<file path="src/hw/rtl/bcc_pkg.sv">
// Button click classifier package: event codes, register indexes, reset values
// and the config struct passed between the config block, the core and the top level.
// No dependencies.
`timescale 1ns / 1ps

package bcc_pkg;

    localparam int unsigned TIME_W   = 32;
    localparam int unsigned CFG_W    = 16;
    localparam int unsigned CFG_IDX_W = 2;

    typedef enum logic [1:0] {
        EV_NONE   = 2'd0,
        EV_SINGLE = 2'd1,
        EV_DOUBLE = 2'd2,
        EV_LONG   = 2'd3
    } t_event;

    typedef enum logic [CFG_IDX_W-1:0] {
        CFG_DEBOUNCE = 2'd0,
        CFG_DCLICK   = 2'd1,
        CFG_LONG     = 2'd2,
        CFG_UNUSED   = 2'd3
    } t_cfg_idx;

    localparam logic [CFG_W-1:0] DEBOUNCE_RST = 16'd50;
    localparam logic [CFG_W-1:0] DCLICK_RST   = 16'd300;
    localparam logic [CFG_W-1:0] LONG_RST     = 16'd1000;

    typedef struct packed {
        logic [CFG_W-1:0] settle_ms;
        logic [CFG_W-1:0] window_ms;
        logic [CFG_W-1:0] long_press_ms;
    } t_cfg;

endpackage

</file>
<file path="src/hw/rtl/bcc_cfg.sv">
// Button click classifier configuration registers.
// Depends on bcc_pkg.
`timescale 1ns / 1ps

module bcc_cfg
    import bcc_pkg::*;
(
    input  logic                 i_clk,
    input  logic                 i_rst_n,
    input  logic                 i_wr_en,
    input  logic [CFG_IDX_W-1:0] i_wr_index,
    input  logic [CFG_W-1:0]     i_wr_data,
    output t_cfg                 o_cfg
);

    t_cfg r_cfg;
    t_cfg n_cfg;

    always_comb begin
        n_cfg = r_cfg;
        if (i_wr_en) begin
            unique case (t_cfg_idx'(i_wr_index))
                CFG_DEBOUNCE: n_cfg.settle_ms     = i_wr_data;
                CFG_DCLICK:   n_cfg.window_ms     = i_wr_data;
                CFG_LONG:     n_cfg.long_press_ms = i_wr_data;
                default:      n_cfg = r_cfg;
            endcase
        end
    end

    always_ff @(posedge i_clk) begin
        if (!i_rst_n) begin
            r_cfg.settle_ms     <= DEBOUNCE_RST;
            r_cfg.window_ms     <= DCLICK_RST;
            r_cfg.long_press_ms <= LONG_RST;
        end else begin
            r_cfg <= n_cfg;
        end
    end

    assign o_cfg = r_cfg;

endmodule

</file>
<file path="src/hw/rtl/bcc_core.sv">
// Button click classifier core: debounce and click state plus the one-pass
// classification of a sample. Depends on bcc_pkg.
`timescale 1ns / 1ps

module bcc_core
    import bcc_pkg::*;
(
    input  logic              i_clk,
    input  logic              i_rst_n,
    input  logic              i_step,
    input  logic              i_raw_level,
    input  logic [TIME_W-1:0] i_now_ms,
    input  t_cfg              i_cfg,
    output t_event            o_event
);

    logic              r_prev_raw,  n_prev_raw;
    logic              r_stable,    n_stable;
    logic [TIME_W-1:0] r_change_t,  n_change_t;
    logic [TIME_W-1:0] r_press_t,   n_press_t;
    logic              r_long_rep,  n_long_rep;
    logic [TIME_W-1:0] r_release_t, n_release_t;
    logic              r_awaiting,  n_awaiting;

    logic [TIME_W-1:0] change_el;
    logic [TIME_W-1:0] release_el_old;
    logic [TIME_W-1:0] release_el;
    logic [TIME_W-1:0] press_el;
    logic              press_set;
    logic              release_set;
    logic              is_double;
    t_event            ev;

    assign change_el      = i_now_ms - r_change_t;
    assign release_el_old = i_now_ms - r_release_t;

    always_comb begin
        n_prev_raw  = r_prev_raw;
        n_stable    = r_stable;
        n_change_t  = r_change_t;
        n_press_t   = r_press_t;
        n_long_rep  = r_long_rep;
        n_release_t = r_release_t;
        n_awaiting  = r_awaiting;
        press_set   = 1'b0;
        release_set = 1'b0;
        is_double   = 1'b0;
        press_el    = '0;
        release_el  = '0;
        ev          = EV_NONE;

        if (i_raw_level != r_prev_raw) begin
            // raw edge restarts the debounce timer and nothing else
            n_prev_raw = i_raw_level;
            n_change_t = i_now_ms;
        end else if (change_el >= {{(TIME_W-CFG_W){1'b0}}, i_cfg.settle_ms}) begin
            if (i_raw_level != r_stable) begin
                n_stable = i_raw_level;
                if (!i_raw_level) begin
                    if (r_awaiting && release_el_old <
                            {{(TIME_W-CFG_W){1'b0}}, i_cfg.window_ms}) begin
                        n_awaiting = 1'b0;
                        n_long_rep = 1'b1;
                        is_double  = 1'b1;
                    end else begin
                        press_set  = 1'b1;
                        n_press_t  = i_now_ms;
                        n_long_rep = 1'b0;
                        n_awaiting = 1'b0;
                    end
                end else if (!r_long_rep) begin
                    release_set = 1'b1;
                    n_release_t = i_now_ms;
                    n_awaiting  = 1'b1;
                end
            end

            // freshly stamped times read as zero elapsed
            press_el   = press_set   ? '0 : (i_now_ms - r_press_t);
            release_el = release_set ? '0 : release_el_old;

            if (is_double) begin
                ev = EV_DOUBLE;
            end else if (!n_stable && !n_long_rep &&
                         press_el >= {{(TIME_W-CFG_W){1'b0}}, i_cfg.long_press_ms}) begin
                n_long_rep = 1'b1;
                n_awaiting = 1'b0;
                ev         = EV_LONG;
            end else if (n_awaiting &&
                         release_el >= {{(TIME_W-CFG_W){1'b0}}, i_cfg.window_ms}) begin
                n_awaiting = 1'b0;
                ev         = EV_SINGLE;
            end
        end
    end

    always_ff @(posedge i_clk) begin
        if (!i_rst_n) begin
            r_prev_raw  <= 1'b1;
            r_stable    <= 1'b1;
            r_change_t  <= '0;
            r_press_t   <= '0;
            r_long_rep  <= 1'b0;
            r_release_t <= '0;
            r_awaiting  <= 1'b0;
        end else if (i_step) begin
            r_prev_raw  <= n_prev_raw;
            r_stable    <= n_stable;
            r_change_t  <= n_change_t;
            r_press_t   <= n_press_t;
            r_long_rep  <= n_long_rep;
            r_release_t <= n_release_t;
            r_awaiting  <= n_awaiting;
        end
    end

    assign o_event = ev;

    // a pending window only exists while the button is released
    a_await_released: assert property (@(posedge i_clk) disable iff (!i_rst_n)
        r_awaiting |-> r_stable)
        else $error("awaiting second press while stable level is pressed");

endmodule

</file>
<file path="src/hw/rtl/button_click_classifier.sv">
// Button click classifier top level: input register, core, result register.
// Depends on bcc_pkg, bcc_cfg, bcc_core.
`timescale 1ns / 1ps

// One sample (pin level plus millisecond timestamp) gives exactly one event
// code. A sample is registered on transfer, classified against the current
// debounce and click state as it leaves the input register, and the code lands
// in the result register. One sample per cycle is sustained while the result
// side does not stall; the core updates its state in one pass. A stalled result
// holds the input register; a further sample is taken once it moves on.
// Configuration writes are accepted every cycle and should only be made while
// no samples are in flight.
module button_click_classifier
    import bcc_pkg::*;
(
    input  logic                 i_clk,
    input  logic                 i_rst_n,
    input  logic                 i_in_valid,
    output logic                 o_in_ready,
    input  logic                 i_raw_level,
    input  logic [TIME_W-1:0]    i_now_ms,
    output logic                 o_out_valid,
    input  logic                 i_out_ready,
    output logic [1:0]           o_event_code,
    input  logic                 i_cfg_valid,
    output logic                 o_cfg_ready,
    input  logic [CFG_IDX_W-1:0] i_cfg_index,
    input  logic [CFG_W-1:0]     i_cfg_data
);

    t_cfg              cfg;
    t_event            ev;

    logic              r_in_valid;
    logic              r_raw;
    logic [TIME_W-1:0] r_now;
    logic              r_out_valid;
    t_event            r_event;
    logic              advance;

    assign o_cfg_ready = 1'b1;

    bcc_cfg u_cfg (
        .i_clk      (i_clk),
        .i_rst_n    (i_rst_n),
        .i_wr_en    (i_cfg_valid),
        .i_wr_index (i_cfg_index),
        .i_wr_data  (i_cfg_data),
        .o_cfg      (cfg)
    );

    // sample moves to the result register when that slot is free or draining
    assign advance    = r_in_valid && (!r_out_valid || i_out_ready);
    assign o_in_ready = !r_in_valid || advance;

    bcc_core u_core (
        .i_clk       (i_clk),
        .i_rst_n     (i_rst_n),
        .i_step      (advance),
        .i_raw_level (r_raw),
        .i_now_ms    (r_now),
        .i_cfg       (cfg),
        .o_event     (ev)
    );

    always_ff @(posedge i_clk) begin
        if (!i_rst_n) begin
            r_in_valid  <= 1'b0;
            r_out_valid <= 1'b0;
        end else begin
            if (o_in_ready) begin
                r_in_valid <= i_in_valid;
            end
            if (advance) begin
                r_out_valid <= 1'b1;
            end else if (i_out_ready) begin
                r_out_valid <= 1'b0;
            end
        end
    end

    always_ff @(posedge i_clk) begin
        if (i_in_valid && o_in_ready) begin
            r_raw <= i_raw_level;
            r_now <= i_now_ms;
        end
        if (advance) begin
            r_event <= ev;
        end
    end

    assign o_out_valid  = r_out_valid;
    assign o_event_code = r_event;

    a_reset_empty: assert property (@(posedge i_clk)
        !i_rst_n |=> !r_in_valid && !r_out_valid)
        else $error("pipeline not empty after reset");

    a_hold_sample: assert property (@(posedge i_clk) disable iff (!i_rst_n)
        r_in_valid && !advance |=> r_in_valid && $stable(r_now) && $stable(r_raw))
        else $error("stalled sample lost or changed");

    a_advance_result: assert property (@(posedge i_clk) disable iff (!i_rst_n)
        advance |=> r_out_valid)
        else $error("classified sample produced no result");

endmodule

</file>
<file path="config.mk">
export PLATFORM = sky130hd
export DESIGN_NAME = button_click_classifier
export DESIGN_NICKNAME = d
export VERILOG_FILES = /design/src/hw/rtl/bcc_pkg.sv /design/src/hw/rtl/bcc_cfg.sv /design/src/hw/rtl/bcc_core.sv /design/src/hw/rtl/button_click_classifier.sv
export SDC_FILE = /design/constraint.sdc
export NUM_CORES = 1
export LEC_CHECK = 0
export BUFFER_PORTS_ARGS = -buffer_cell sky130_fd_sc_hd__buf_2
export CORE_MARGIN = 2
export CORE_UTILIZATION = 35
export CTS_BUF_LIST = sky130_fd_sc_hd__clkbuf_4 sky130_fd_sc_hd__clkbuf_8
export DETAILED_ROUTE_END_ITERATION = 8
export GPL_TIMING_DRIVEN = 0
export SKIP_CTS_REPAIR_TIMING = 1
export SLEW_MARGIN = 10
export SYNTH_ARGS = -nofsm -noshare
export SYNTH_HDL_FRONTEND = slang
export SYNTH_SLANG_ARGS = --single-unit
</file>
<file path="constraint.sdc">
create_clock -name i_clk -period 18.28 [get_ports i_clk]
set_input_delay 0.914 -clock i_clk [delete_from_list [all_inputs] [get_ports i_clk]]
set_output_delay 0.914 -clock i_clk [all_outputs]
set_load 0.03 [all_outputs]
</file>
* Word-level counts from Yosys, hierarchy flattened *
Index checks and enable logic that the tools add are counted.

operators by class
  add/subtract/negate cells = 3
  $mul = 0
  divide/modulo/power cells = 0
  order comparisons = 4
  equality and inequality tests = 4
  shift operators = 0
  multiplexer cells = 39
  bitwise gates (word level) = 5
  reduce and logical (&&, ||, !) cells = 23

operators by type and width
  kind                  number
  $ge A32 B16 Y1        3
  $sub A32 B32 Y32      3
  $mux W32              2
  $mux W1               35
  $lt A32 B16 Y1        1
  $reduce_and A6 Y1     2
  $reduce_and A2 Y1     4
  $logic_and A1 B1 Y1   6
  $not A1 Y1            5
  $logic_not A1 Y1      4
  $mux W2               2
  $reduce_and A3 Y1     1
  $reduce_or A3 Y1      1
  $eq A2 B1 Y1 const B  1
  $eq A2 B2 Y1 const B  1
  $logic_not A2 Y1      1
  $logic_or A1 B1 Y1    2
  $ne A1 B1 Y1          2
  $reduce_bool A2 Y1    1
  $reduce_or A2 Y1      1

storage, ports and cells
  register bits = 185
  latch bits = 0
  RAM bits = 0
  memory bits (read-only) = 0
  bits of input ports = 56
  output and inout bits = 5
  word-level logic and storage cells = 94
  memories kept = 0

* Logic depth before layout (Yosys ltp) *
  word-level depth = 13
  gate-level depth with buffers = 32
  mapped depth without buffers = 31

* Hierarchy *
Synthesis repeated with hierarchy kept, for this count alone.

unflattened totals
  cells, all modules = 1863
  area, all modules = 14655.3 um2

modules (own cells, without submodules)
  module                   times used  cells each  area each (um2)  seq. area each (um2)
  bcc_core                 1           1630        11586.1          2001.9
  bcc_cfg                  1           187         1903.1           960.9
  button_click_classifier  1           46          1166.1           1091.0

* Least setup slack after synthesis *
No wires, ideal clock.

  path type = flip-flop to flip-flop
  start = reg r_now[0]
  end = reg r_event[0] (netlist: o_event_code[0]), data pin
  library setup time = 0.258 ns
  arrival time = 5.895 ns
  data required time = 18.022 ns
  slack = 12.127 ns
  cell stages (with the launch flop) = 30
  buffers on the path = 1
  period minus slack after synthesis = 6.153 ns
  path through = edfxtp_1 > inv_1 > ha_1 > inv_1 > fa_1 > a211oi_1 > o211ai_1 > a31oi_2 > o21ai_0 > xor2_1 > ha_1 > a21o_1 > a21oi_1 > o21ai_0 > a21oi_1 > inv_1 > o21ai_1 > clkbuf_1 > and2_1 > ha_1 > a21o_1 > a211oi_1 > nand2_1 > a2111oi_0 > a22oi_1 > nor4_1 > nand4_1 > a2111oi_0 > a211oi_1 > o221a_2

on the way
  longest elaborated chain between the ends = 12
  elaborated cells on any way between the ends = 32
  classes of those cells = add/sub: 3; order compare: 4; mux: 18; bitwise: 1; reduce/logical: 6

ends and longest elaborated chain
  item                                                   line                            RTL
  start: declaration                                     button_click_classifier.sv:36   logic [TIME_W-1:0] r_now;
  start signal: assignment                               button_click_classifier.sv:85   r_now <= i_now_ms;
  $sub A32 B32 Y32                                       bcc_core.sv:35                  assign release_el_old = i_now_ms - r_release_t;
  $lt A32 B16 Y1                                         bcc_core.sv:60                  if (r_awaiting && release_el_old <
  $logic_and A1 B1 Y1                                    bcc_core.sv:60
  $mux W1                                                bcc_core.sv:60
  $mux W1                                                bcc_core.sv:59                  if (!i_raw_level) begin
  $mux W1                                                bcc_core.sv:57                  if (i_raw_level != r_stable) begin
  $mux W1                                                bcc_core.sv:56                  end else if (change_el >= {{(TIME_W-CFG_W){1'b0}}, i_cfg.settle_ms}) begin
  $mux W1                                                bcc_core.sv:52                  if (i_raw_level != r_prev_raw) begin
  $mux W32 or $logic_not A1 Y1 (tied branches)           bcc_core.sv:79, bcc_core.sv:84
  $ge A32 B16 Y1 or $logic_and A1 B1 Y1 (tied branches)  bcc_core.sv:85, bcc_core.sv:84
  $logic_and A1 B1 Y1                                    bcc_core.sv:84                  end else if (!n_stable && !n_long_rep &&
  $mux W2                                                bcc_core.sv:84
  end signal: assignment                                 button_click_classifier.sv:88   r_event <= ev;
  end: declaration                                       button_click_classifier.sv:38   t_event r_event;

Parallel ways exist; a longest one is shown, timed or not. The select of a mux whose other input is x is not followed.
A chain may end at the register's enable or synchronous reset.

* Final worst setup path *
Ends and elaborated chain as after synthesis.

==> results by group <==
Run status
  – Outcome: complete, no violations

Global route
  – Vias in the first global route: roughly 12000
  – GRT Total Usage: between 10% and 20%
  – First-pass GRT wire length: 63980 um
  – Initial antenna violation count: 0
  – GR Overflow Total: 0
  – Largest net degree at the start of global routing: 30

Hold path
  – Min-delay worst type: reg -> reg

Synth
  – Sequential share of the synthesized area: 28.33%
  – Netlist cell types: 83
  – Synth Area per Inst: 7.975 sq um
  – Mapped Nets: 2013
  – Synth Register Bits: 185
  – Post-Syn Area: around 0.014 sq mm
  – Most numerous cell in the Yosys netlist: nand2_1
  – Post-synth top cells: nand2_1, a21oi_1, ha_1
  – Synth top area cells: dfxtp_1, ha_1, edfxtp_1
  – Post-synth top flop: dfxtp_1
  – Warnings from Yosys: 0
  – Syn Inst Count: 1794
  – Post-synth EDFFs: 35
  – Top-area cell type share of the netlist area: 20.99%
  – Asr flop ratio synth: 0%
  – Yosys top cell by area: dfxtp_1

CTS
  – H-Tree Depth: 4
  – Max clock buf depth: 2
  – Clk slew on worst S/H paths: 0.11 ns
  – Clk sinks: 185
  – Clk_lat worst skew: 0.52 ns
  – Cts bufs inserted: 17
  – CTS tree: built
  – Root Buffer: clkbuf_8

STA
  – FMAX: ~0.12 GHz
  – Max_slew headroom: around a third
  – Final Cycle Share: 46.16%
  – Hold Violations, Final: 0
  – RSZ-0062 raised after global routing: no
  – # setup viols final: 0
  – Worst slew pin tran: 0.9916 ns
  – Pins Over Slew Limit: 0
  – Final Skew: roughly 0.011 ns
  – Tmin final: 8.439 ns
  – Setup_tns: 0 ns

Floorplanning
  – Chip Height: 206.2 um
  – Row count: 74
  – Initial core utilization: 35.28%
  – Core area: 0.04055 sq mm
  – # IOs: 61
  – DIE AREA: 0.04251 sq mm
  – Die width: 206.2 um

Setup path
  – Setup CP Type: reg -> reg
  – CP max stage cell: o21ai_1
  – CP startpoint kind: flop
  – Worst endpoint required time: 18.57 ns
  – Arr. time, crit path: 8.73 ns
  – Largest fanout on the critical path: 10
  – Max stage delay on crit path: 0.62 ns
  – CP endpoint kind: flop

Detailed routing
  – Drt pass-1 iters: 6
  – Routed vias/inst: 5.319
  – Starting DRT DRC Count: just under 900
  – DR WL/cell: 16.60 um
  – DRC viols: 0
  – Vias after detailed routing: 12870
  – Routed Antenna Nets: 0
  – DRT Wirelength: roughly 40000 um

Layout
  – Fin nets: about 2100
  – Area Growth Syn to Fin: 9.952%
  – Share of layout cells above drive strength 1: roughly 8.6%
  – Fill count: 4230
  – ANT cells: 0

Place
  – Placer Congestion: 0.9069
  – Detailed Place HPWL: 32910 um
  – PortBufs: 59

Pwr
  – Power per cell area: 67.69 mW/mm^2
  – Static leakage: 6.159 nW
  – Peak VDD IR: 0.04732 mV
  – Overall Power: around 1.1 mW

Run
  – Max Cap Viol: 0
[critical path: cells and delay by family, from the launching register on]
| family | cells | cell delay [ns] |
|---|---|---|
| AO/OA/AOI/OAI | 16 | 4.35 |
| XOR/XNOR | 1 | 0.29 |
| adder cells (fa/ha/maj) | 4 | 1.18 |
| buffers and inverters | 5 | 0.97 |
| flip-flops | 1 | 0.50 |
| AND/OR/NAND/NOR | 4 | 0.90 |
[cell usage in the layout (no fill, tap or decap), types with 17 or more instances in the layout]
master / instances
nand2_1: 246
a21oi_1: 187
ha_1: 160
inv_1: 156
dfxtp_1: 150
nor2_1: 120
o21ai_0: 71
clkbuf_1: 64
buf_2: 62
nand3_1: 54
a21o_1: 48
xnor2_1: 41
and2_1: 38
mux2i_1: 38
edfxtp_1: 35
o31ai_2: 30
nor3_1: 28
o211ai_1: 26
xor2_1: 25
nand4_1: 23
clkbuf_8: 18
nand2b_1: 17
a211oi_1: 17
[layout make-up]
type | count | area (sq um) | share of cell area, %
plain buffers | 81 | 427.9 | 2.720
clock buffers | 18 | 247.7 | 1.575
clock inverters | 14 | 182.7 | 1.161
inverters | 157 | 589.3 | 3.746
multi-input cells | 1371 | 9239 | 58.73
flip-flops and latches | 185 | 4054 | 25.77
well taps | 532 | 665.6 | 4.231
repair buffers | 61 | 325.3 | 2.068
[metal layers]
metal	track usage (%)	part of all wire (%)
met2	33.02	47
met3	2.665	3.6
met4	6.888	2.8
met1	24.35	46
met5	0	0
[flip-flops by register name, summed over array words and instances (netlist names)]
signal,flops
o_event_code,2
o_out_valid,1
r_in_valid,1
r_now,32
r_raw,1
u_cfg.o_cfg,48
u_core.r_awaiting,1
u_core.r_change_t,32
u_core.r_long_rep,1
u_core.r_press_t,32
u_core.r_prev_raw,1
u_core.r_release_t,32
u_core.r_stable,1
[metrics by stage]
step / area [sq um] / std cells / utilization [%] / hold slack (ns) / setup slack [ns]
after floorplan: 14310 / 1794 / - / 0.4363 / 12.13
after global placement: 15270 / 2385 / 37.65 / 0.4431 / 8.933
after detailed placement: 15300 / 2387 / 37.73 / 0.4486 / 9.800
after CTS: 15730 / 2419 / 38.79 / 0.4629 / 9.745
after global routing: 15730 / 2419 / 38.79 / 0.4841 / 9.178
final: 15730 / 2419 / 38.79 / 0.4601 / 9.841
[where the power goes]
part	total, mW	leakage [nW]	internal [mW]	switching [mW]
Sequential	0.447	1.56	0.430	0.0169
Combinational	0.305	4.38	0.123	0.183
Clock	0.312	0.225	0.143	0.169
Total	1.06	6.16	0.696	0.369
[logic make-up (layout without fill, tap and decap cells)]
group                      after synthesis  after routing  share of synthesized area [%]
DFF                                    185            185                          28.33
other                                    1              1                        0.02621
xor gates and xnor gates                66             66                          4.040
AOI/OAI and AO/OA                      504            504                          23.87
and+or+nand+nor                        598            598                          19.48
buffers and inverters                  238            331                          7.110
adders and majority gates              163            163                          14.41
muxes                                   39             39                          2.737
[final timing paths]
check        depth (start not counted)                     to                  start  slack (ns)
max                                 30        o_event_code[0]               r_now[0]        9.84
min                                  2  u_core.r_change_t[18]  u_core.r_change_t[18]        0.46
max reg2reg                         30        o_event_code[0]               r_now[0]        9.84
min reg2reg                          2  u_core.r_change_t[18]  u_core.r_change_t[18]        0.46
Note: power is estimated with default switching activity, not from simulation.
